## config.mk

```make
export PLATFORM = sky130hd
export DESIGN_NAME = lpes_euler_add
export DESIGN_NICKNAME = d
export VERILOG_FILES = /design/src/design/assert_macros.svh /design/src/design/lpes_pkg.sv /design/src/design/lpes_euler_add.sv
export SDC_FILE = /design/constraint.sdc
export NUM_CORES = 2
export LEC_CHECK = 0
export BUFFER_PORTS_ARGS = -buffer_cell sky130_fd_sc_hd__buf_2
export CORE_MARGIN = 4
export CORE_UTILIZATION = 55
export CTS_CLUSTER_SIZE = 8
export DETAILED_ROUTE_END_ITERATION = 10
export HOLD_SLACK_MARGIN = 0.06
export PLACE_DENSITY = 0.82
export RECOVER_POWER = 25
export SLEW_MARGIN = 20
export SYNTH_ARGS = -nofsm -noshare
export SYNTH_HDL_FRONTEND = slang
export SYNTH_SLANG_ARGS = --single-unit
```

## constraint.sdc

```tcl
create_clock -name clk -period 20.9 [get_ports clk]
set_clock_uncertainty 0.2 [all_clocks]
set_input_delay 5.225 -clock clk [delete_from_list [all_inputs] [get_ports clk]]
set_output_delay 5.225 -clock clk [all_outputs]
set_load 0.05 [all_outputs]
```

## src/design/assert_macros.svh

```systemverilog
// Assertion macros shared by the particle stepper RTL.
`ifndef ASSERT_MACROS_SVH
`define ASSERT_MACROS_SVH

// Same-cycle implication, sampled on clk, off while rst_n is low.
`define LPES_ASSERT_IMP(lbl, ante, cons) \
    lbl: assert property (@(posedge clk) disable iff (!rst_n) (ante) |-> (cons)) \
        else $error("lpes check failed");

// Next-cycle implication, sampled on clk, off while rst_n is low.
`define LPES_ASSERT_NXT(lbl, ante, cons) \
    lbl: assert property (@(posedge clk) disable iff (!rst_n) (ante) |=> (cons)) \
        else $error("lpes check failed");

`endif

```

## src/design/lpes_pkg.sv

```systemverilog
// Types and constants for the Lorenz particle Euler step unit.
package lpes_pkg;

    localparam int PARTICLE_COUNT_DEF = 2048;

    localparam int IDX_W   = 11;
    localparam int STEP_W  = 24;
    localparam int COEF_W  = 24;
    localparam int SCALE_W = 16;
    localparam int POS_W   = 32;
    localparam int H_W     = 32;
    // signed width of every derivative handed to the Euler add unit
    localparam int DERIV_W = 50;

    localparam logic [COEF_W-1:0]  SIGMA_RESET = 24'd655360;
    localparam logic [COEF_W-1:0]  RHO_RESET   = 24'd1835008;
    localparam logic [COEF_W-1:0]  BETA_RESET  = 24'd174763;
    localparam logic [SCALE_W-1:0] SCALE_RESET = 16'd6554;

    localparam logic signed [POS_W-1:0] POS_MAX = 32'sh7FFF_FFFF;
    localparam logic signed [POS_W-1:0] POS_MIN = 32'sh8000_0000;

    typedef enum logic [1:0] {
        REG_SIGMA = 2'd0,
        REG_RHO   = 2'd1,
        REG_BETA  = 2'd2,
        REG_SCALE = 2'd3
    } cfg_reg_t;

    typedef struct packed {
        logic [IDX_W-1:0]  particle_index;
        logic [STEP_W-1:0] step_time;
    } step_req_t;

    typedef struct packed {
        logic [IDX_W-1:0]        particle_out;
        logic signed [POS_W-1:0] new_x;
        logic signed [POS_W-1:0] new_y;
        logic signed [POS_W-1:0] new_z;
        logic                    clipped;
    } step_rsp_t;

    typedef struct packed {
        logic signed [POS_W-1:0] x;
        logic signed [POS_W-1:0] y;
        logic signed [POS_W-1:0] z;
    } pos_t;

    typedef struct packed {
        logic             valid;
        logic             in_range;
        logic [IDX_W-1:0] idx;
    } ctl_t;

    // values riding alongside the x update
    typedef struct packed {
        logic signed [POS_W-1:0] y;
        logic signed [POS_W-1:0] z;
        logic [H_W-1:0]          h;
        logic signed [33:0]      rmz;
        logic signed [40:0]      bz;
    } carry_a_t;

    // values riding alongside the y update
    typedef struct packed {
        logic signed [POS_W-1:0] nx;
        logic                    clip;
        logic signed [POS_W-1:0] y;
        logic signed [POS_W-1:0] z;
        logic [H_W-1:0]          h;
        logic signed [40:0]      bz;
    } carry_b_t;

    // values riding into the z update
    typedef struct packed {
        logic signed [POS_W-1:0] nx;
        logic signed [POS_W-1:0] ny;
        logic                    clip;
        logic signed [POS_W-1:0] z;
        logic [H_W-1:0]          h;
        logic signed [40:0]      bz;
    } carry_c_t;

    // values riding alongside the z update
    typedef struct packed {
        logic signed [POS_W-1:0] nx;
        logic signed [POS_W-1:0] ny;
        logic                    clip;
    } carry_d_t;

endpackage

```

## src/design/lpes_euler_add.sv

```systemverilog
// Four-stage unit: sat(base + (d * h) >> 32), truncated toward zero.
module lpes_euler_add #(
    parameter int D_W = lpes_pkg::DERIV_W
) (
    input  logic                               clk,
    input  logic                               en,
    input  logic signed [D_W-1:0]              d,
    input  logic signed [lpes_pkg::POS_W-1:0]  base,
    input  logic [lpes_pkg::H_W-1:0]           h,
    output logic signed [lpes_pkg::POS_W-1:0]  sum,
    output logic                               clip
);

    // stage a: magnitude
    logic [D_W-1:0]                     mag_reg;
    logic                               neg_a_reg;
    logic signed [lpes_pkg::POS_W-1:0]  base_a_reg;
    logic [lpes_pkg::H_W-1:0]           h_a_reg;
    // stage b: split partial products
    logic [63:0]                        plo_reg;
    logic [D_W-1:0]                     phi_reg;
    logic                               neg_b_reg;
    logic signed [lpes_pkg::POS_W-1:0]  base_b_reg;
    // stage c: combined magnitude of the step
    logic [D_W-1:0]                     r_reg;
    logic                               neg_c_reg;
    logic signed [lpes_pkg::POS_W-1:0]  base_c_reg;
    // stage d: saturated sum
    logic signed [lpes_pkg::POS_W-1:0]  sum_reg;
    logic                               clip_reg;

    logic signed [D_W+1:0]              base_ext;
    logic signed [D_W+1:0]              r_ext;
    logic signed [D_W+1:0]              sum_w;
    logic signed [lpes_pkg::POS_W-1:0]  sum_next;
    logic                               clip_next;

    always_comb
    begin
        base_ext = {{(D_W-30){base_c_reg[31]}}, base_c_reg};
        r_ext    = {2'b00, r_reg};
        sum_w    = neg_c_reg ? (base_ext - r_ext) : (base_ext + r_ext);
        if ((&sum_w[D_W+1:31]) || !(|sum_w[D_W+1:31]))
        begin
            sum_next  = sum_w[31:0];
            clip_next = 1'b0;
        end
        else
        begin
            sum_next  = sum_w[D_W+1] ? lpes_pkg::POS_MIN : lpes_pkg::POS_MAX;
            clip_next = 1'b1;
        end
    end

    always_ff @(posedge clk)
    begin
        if (en)
        begin
            mag_reg    <= d[D_W-1] ? (~d + 1'b1) : d;
            neg_a_reg  <= d[D_W-1];
            base_a_reg <= base;
            h_a_reg    <= h;

            plo_reg    <= mag_reg[31:0] * h_a_reg;
            phi_reg    <= mag_reg[D_W-1:32] * h_a_reg;
            neg_b_reg  <= neg_a_reg;
            base_b_reg <= base_a_reg;

            r_reg      <= phi_reg + D_W'(plo_reg[63:32]);
            neg_c_reg  <= neg_b_reg;
            base_c_reg <= base_b_reg;

            sum_reg    <= sum_next;
            clip_reg   <= clip_next;
        end
    end

    assign sum  = sum_reg;
    assign clip = clip_reg;

endmodule

```

Word-level counts from Yosys, hierarchy flattened
Cells that the tools add are included.
{"block": "word_totals", "inputBits": 116, "output_inout_bits": 33, "regBits": 378}
{"block": "classes", "reduce_logical": 4, "n_bitwise": 1, "mux": 5, "add_sub_neg": 4, "mul": 2}
{"operator": "$mul A32 B32 Y64", "n": 1}
{"operator": "$mux W32", "n": 2}
{"operator": "$add A32 B51 Y52", "n": 1}
{"operator": "$mux W52", "n": 1}
{"operator": "$sub A32 B51 Y52", "n": 1}
{"operator": "$add A50 B1 Y50 const B", "n": 1}
{"operator": "$add A50 B32 Y50", "n": 1}
{"operator": "$mul A18 B32 Y50", "n": 1}
{"operator": "$not A50 Y50", "n": 1}
{"operator": "$mux W49", "n": 1}
{"operator": "$reduce_and A21 Y1", "n": 1}
{"operator": "$reduce_or A21 Y1", "n": 1}
{"operator": "$logic_not A1 Y1", "n": 1}
{"operator": "$logic_or A1 B1 Y1", "n": 1}
{"operator": "$mux W1", "n": 1}

Logic depth before layout (Yosys ltp)
{"block": "depth", "depth_word": 6, "depth_mapped": 30, "ltp_nobuf": 29}

Least setup slack after synthesis
Ideal clock, no wire load.
{"block": "synth_timing", "path_type": "input to register", "from": "input port d[1]", "to": "register mag_reg[44] (data pin)", "setup_ps": 266, "cell_stages": 13, "required_ps": 20434, "path_slack_ps": 12297, "arrival_ps": 8137, "path_cell_list": "inv_1 > ha_1 > nand2_1 > or4_1 > or3_1 > clkbuf_1 > nor2_1 > nand3_1 > or2_1 > or4_1 > or4_1 > o41ai_1 > xnor2_1"}
{"block": "synth_between", "elab_chain_cells": 3}
{"element": "from (decl)", "line_no": "lpes_euler_add.sv:7", "text": "input logic signed [D_W-1:0] d,"}
{"element": "$not A50 Y50", "line_no": "lpes_euler_add.sv:59", "text": "mag_reg <= d[D_W-1] ? (~d + 1'b1) : d;"}
{"element": "$add A50 B1 Y50", "line_no": "lpes_euler_add.sv:59"}
{"element": "$mux W49", "line_no": "lpes_euler_add.sv:59"}
{"element": "to (signal assigned)", "line_no": "lpes_euler_add.sv:59"}
{"element": "to (decl)", "line_no": "lpes_euler_add.sv:15", "text": "logic [D_W-1:0] mag_reg;"}
No other way between the ends.
A chain may end at the register's enable or synchronous reset.

Worst setup path after layout
{"block": "layout_timing", "from": "register h_a_reg[12] in the netlist's numbering", "to": "register plo_reg[49] (data pin)"}
{"block": "layout_between", "elab_chain_cells": 1}
{"element": "from (decl)", "line_no": "lpes_euler_add.sv:18", "text": "logic [lpes_pkg::H_W-1:0] h_a_reg;"}
{"element": "from (signal assigned)", "line_no": "lpes_euler_add.sv:62", "text": "h_a_reg <= h;"}
{"element": "$mul A32 B32 Y64", "line_no": "lpes_euler_add.sv:64", "text": "plo_reg <= mag_reg[31:0] * h_a_reg;"}
{"element": "to (signal assigned)", "line_no": "lpes_euler_add.sv:64"}
{"element": "to (decl)", "line_no": "lpes_euler_add.sv:20", "text": "logic [63:0] plo_reg;"}
No other way between the ends.

==> metrics.yaml <==
worstHoldPathType: "reg -> reg"
final_hold_viol_count: 0
critPathLaunchType: "flop"
io-pin-count: 149
synthesis.nets: 9036
synth-compound-area-share_pct: 5.96
final_area_um2: 71800
grt_remaining_overflow: 0
avgRoutedWirePerCell_um: 21.0
synth_largest_area_cell: "fa_1"
endpoint_kind: "flop"
fmax_mhz: 107
drt_first_pass_iters: 5
synthSimpleGateAreaFrac_pct: 16.6
status: "complete, but fails checks"
grt_usage_pct: 28.4
drv_slew: 50
insertion_delay_ps: 690
worstPathArrival_ps: 9540
ys_top_cells_by_area: "fa_1 40%, edfxtp_1 15%, ha_1 8.6%"
synth-seq-cells: 346
slew_headroom_pct: -76.2
grt_pass1_wl_mm: 292
crit_chain: "buf_4 > and2_1 > fa_1 > inv_1 > fa_1 > fa_1 > fa_1 > inv_1 > fa_1 > fa_1 > fa_1 > fa_1 > ha_1 > and3_1 > a32oi_1 > or4b_2 > o211ai_1 > a21oi_1 > nand2b_1 > a41o_1 > a31oi_1 > o311ai_0"
violations: "capacitance limit, slew limit"
cts_resized: 0
dp_slack_ps: 11630
crit_type: "reg -> reg"
vias_per_cell: 5.80
coreArea_um2: 123000
maxCapViolCount: 1
finalCritPeriodShare_pct: 44.6
slowest_delay_ps: 1010
clock-root-buffer: "clkbuf_16"
required_ps: 21110
final-instance-count-excl-fill: 8652
rows: 128
die_w_um: 360
synth_top_area_share_pct: 40.4
tritoncts: "done"
numCtsBuffers: 53
yosysWarnings: 0
grt_pass1_vias: 54100
cts_setup_buffers: 0
antenna_found_initial: 10
path_common_cell: "fa_1"
synth_edf_count: 346
initialDrtViolationCount: 4295
synth_area_per_cell_um2: 9.64
ant_nets: 0
numPortBuffers: 148
synthFlopType: "edfxtp_1"
drt-total-wl_mm: 181
dp_cells: 8577
place_area_um2: 70300
grt_setup_unrepaired: "no"
cts_hold_buf: 0
yosys.area_share.adder_pct: 49.0
clk_pin_slew_ps: 50
cts_buffer_depth: 3
synth.area.mux_share_pct: 0.0587
grt_max_degree: 154
vias: 50200
final_nets: 8969
finalCriticalPeriod_ps: 9320
setup_ws_ps: 11580
synthArstFlopShare_pct: 0
synth_top_family_by_area: "adder cells"
synth_commonest_cells: "1407 x inv_1, 1377 x fa_1, 984 x nand2_1, 767 x and2_1, 469 x ha_1"
cp_max_fo: 29
synth-seq-area-share_pct: 15.2
cts_num_sinks: 346
area_growth_pct: 5.31
synth.distinct_cells: 88
cp_slowest_cell: "edfxtp_1"
routabilityCongestion: 0.928
tightestPinTransition_ps: 2640
h-tree-depth: 2
critPathTopFamily: "adder cells"
syn-cell-area_um2: 68200
place_hpwl_mm: 132
synth_cells: 7074
setup-tns-final_ps: 0
setup_viol: 0
die_h_um: 360
fillers: 9930
drc: 0
die_area_um2: 130000
ff2ff_setup_slack_ps: 11580
drive_above_1_share_pct: 5.14
synthXorXnorAreaFrac_pct: 3.28
path_buf_inv: 3
synth_most_common_cell: "inv_1"
start_util_pct: 55.7
final timing paths:
kind / start / to / cells after the start
min reg2reg: base_a_reg[19]$_DFFE_PP_ / base_b_reg[19]$_DFFE_PP_ / 0
max reg2reg: h_a_reg[12]$_DFFE_PP_ / plo_reg[49]$_DFFE_PP_ / 22
max: h_a_reg[12]$_DFFE_PP_ / plo_reg[49]$_DFFE_PP_ / 22
min: base_a_reg[19]$_DFFE_PP_ / base_b_reg[19]$_DFFE_PP_ / 0
stage by stage:
step           hold slack (ps)  utilization (%)
2_1_floorplan              200                -
3_3_place_gp               202             57.4
3_5_place_dp               205             57.4
4_1_cts                    217             58.6
5_1_grt                    221             58.6
6_report                   216             58.6
logic make-up after synthesis:
| family | Yosys count |
|---|---|
| and+or+nand+nor | 2240 |
| adders and majority gates | 1846 |
| buffers and inverters | 1779 |
| AOI/OAI and AO/OA | 604 |
| DFF | 346 |
| xor gates and xnor gates | 255 |
| muxes | 4 |
cell usage in the layout (no fill, tap or decap), types with 55 or more instances in the layout:
master / Yosys / routed
a21o_1: 87 / 87
a21oi_1: 177 / 177
and2_1: 767 / 764
buf_2: 6 / 134
buf_4: 1 / 100
edfxtp_1: 346 / 346
fa_1: 1377 / 1377
ha_1: 469 / 469
inv_1: 1407 / 1407
nand2_1: 984 / 984
nand4_1: 57 / 57
nor2_1: 129 / 129
nor3_1: 66 / 66
o21ai_0: 89 / 89
xnor2_1: 199 / 199
xor2_1: 55 / 55
area by class of cell:
class	count	area [um^2]	share of cell area, %
multi-input cells	4949	51100	71.1
flip-flops and latches	346	10400	14.5
inverters	1407	5280	7.35
well taps	1625	2030	2.83
repair buffers	250	1510	2.10
clock buffers	56	1340	1.86
clock inverters	12	173	0.240
diodes	7	17.5	0.0244
layer usage:
metal | track usage [%] | up-vias | part of all wire [%]
li1 | - | 21500 | -
met1 | 36.8 | 25000 | 37
met2 | 44.5 | 2998 | 45
met3 | 8.97 | 656 | 13
met4 | 11.8 | 10 | 5.0
met5 | 0 | - | 0.034
Power is not shown: default switching activity piles up to over one toggle a cycle in this logic, so the estimate is an artifact.
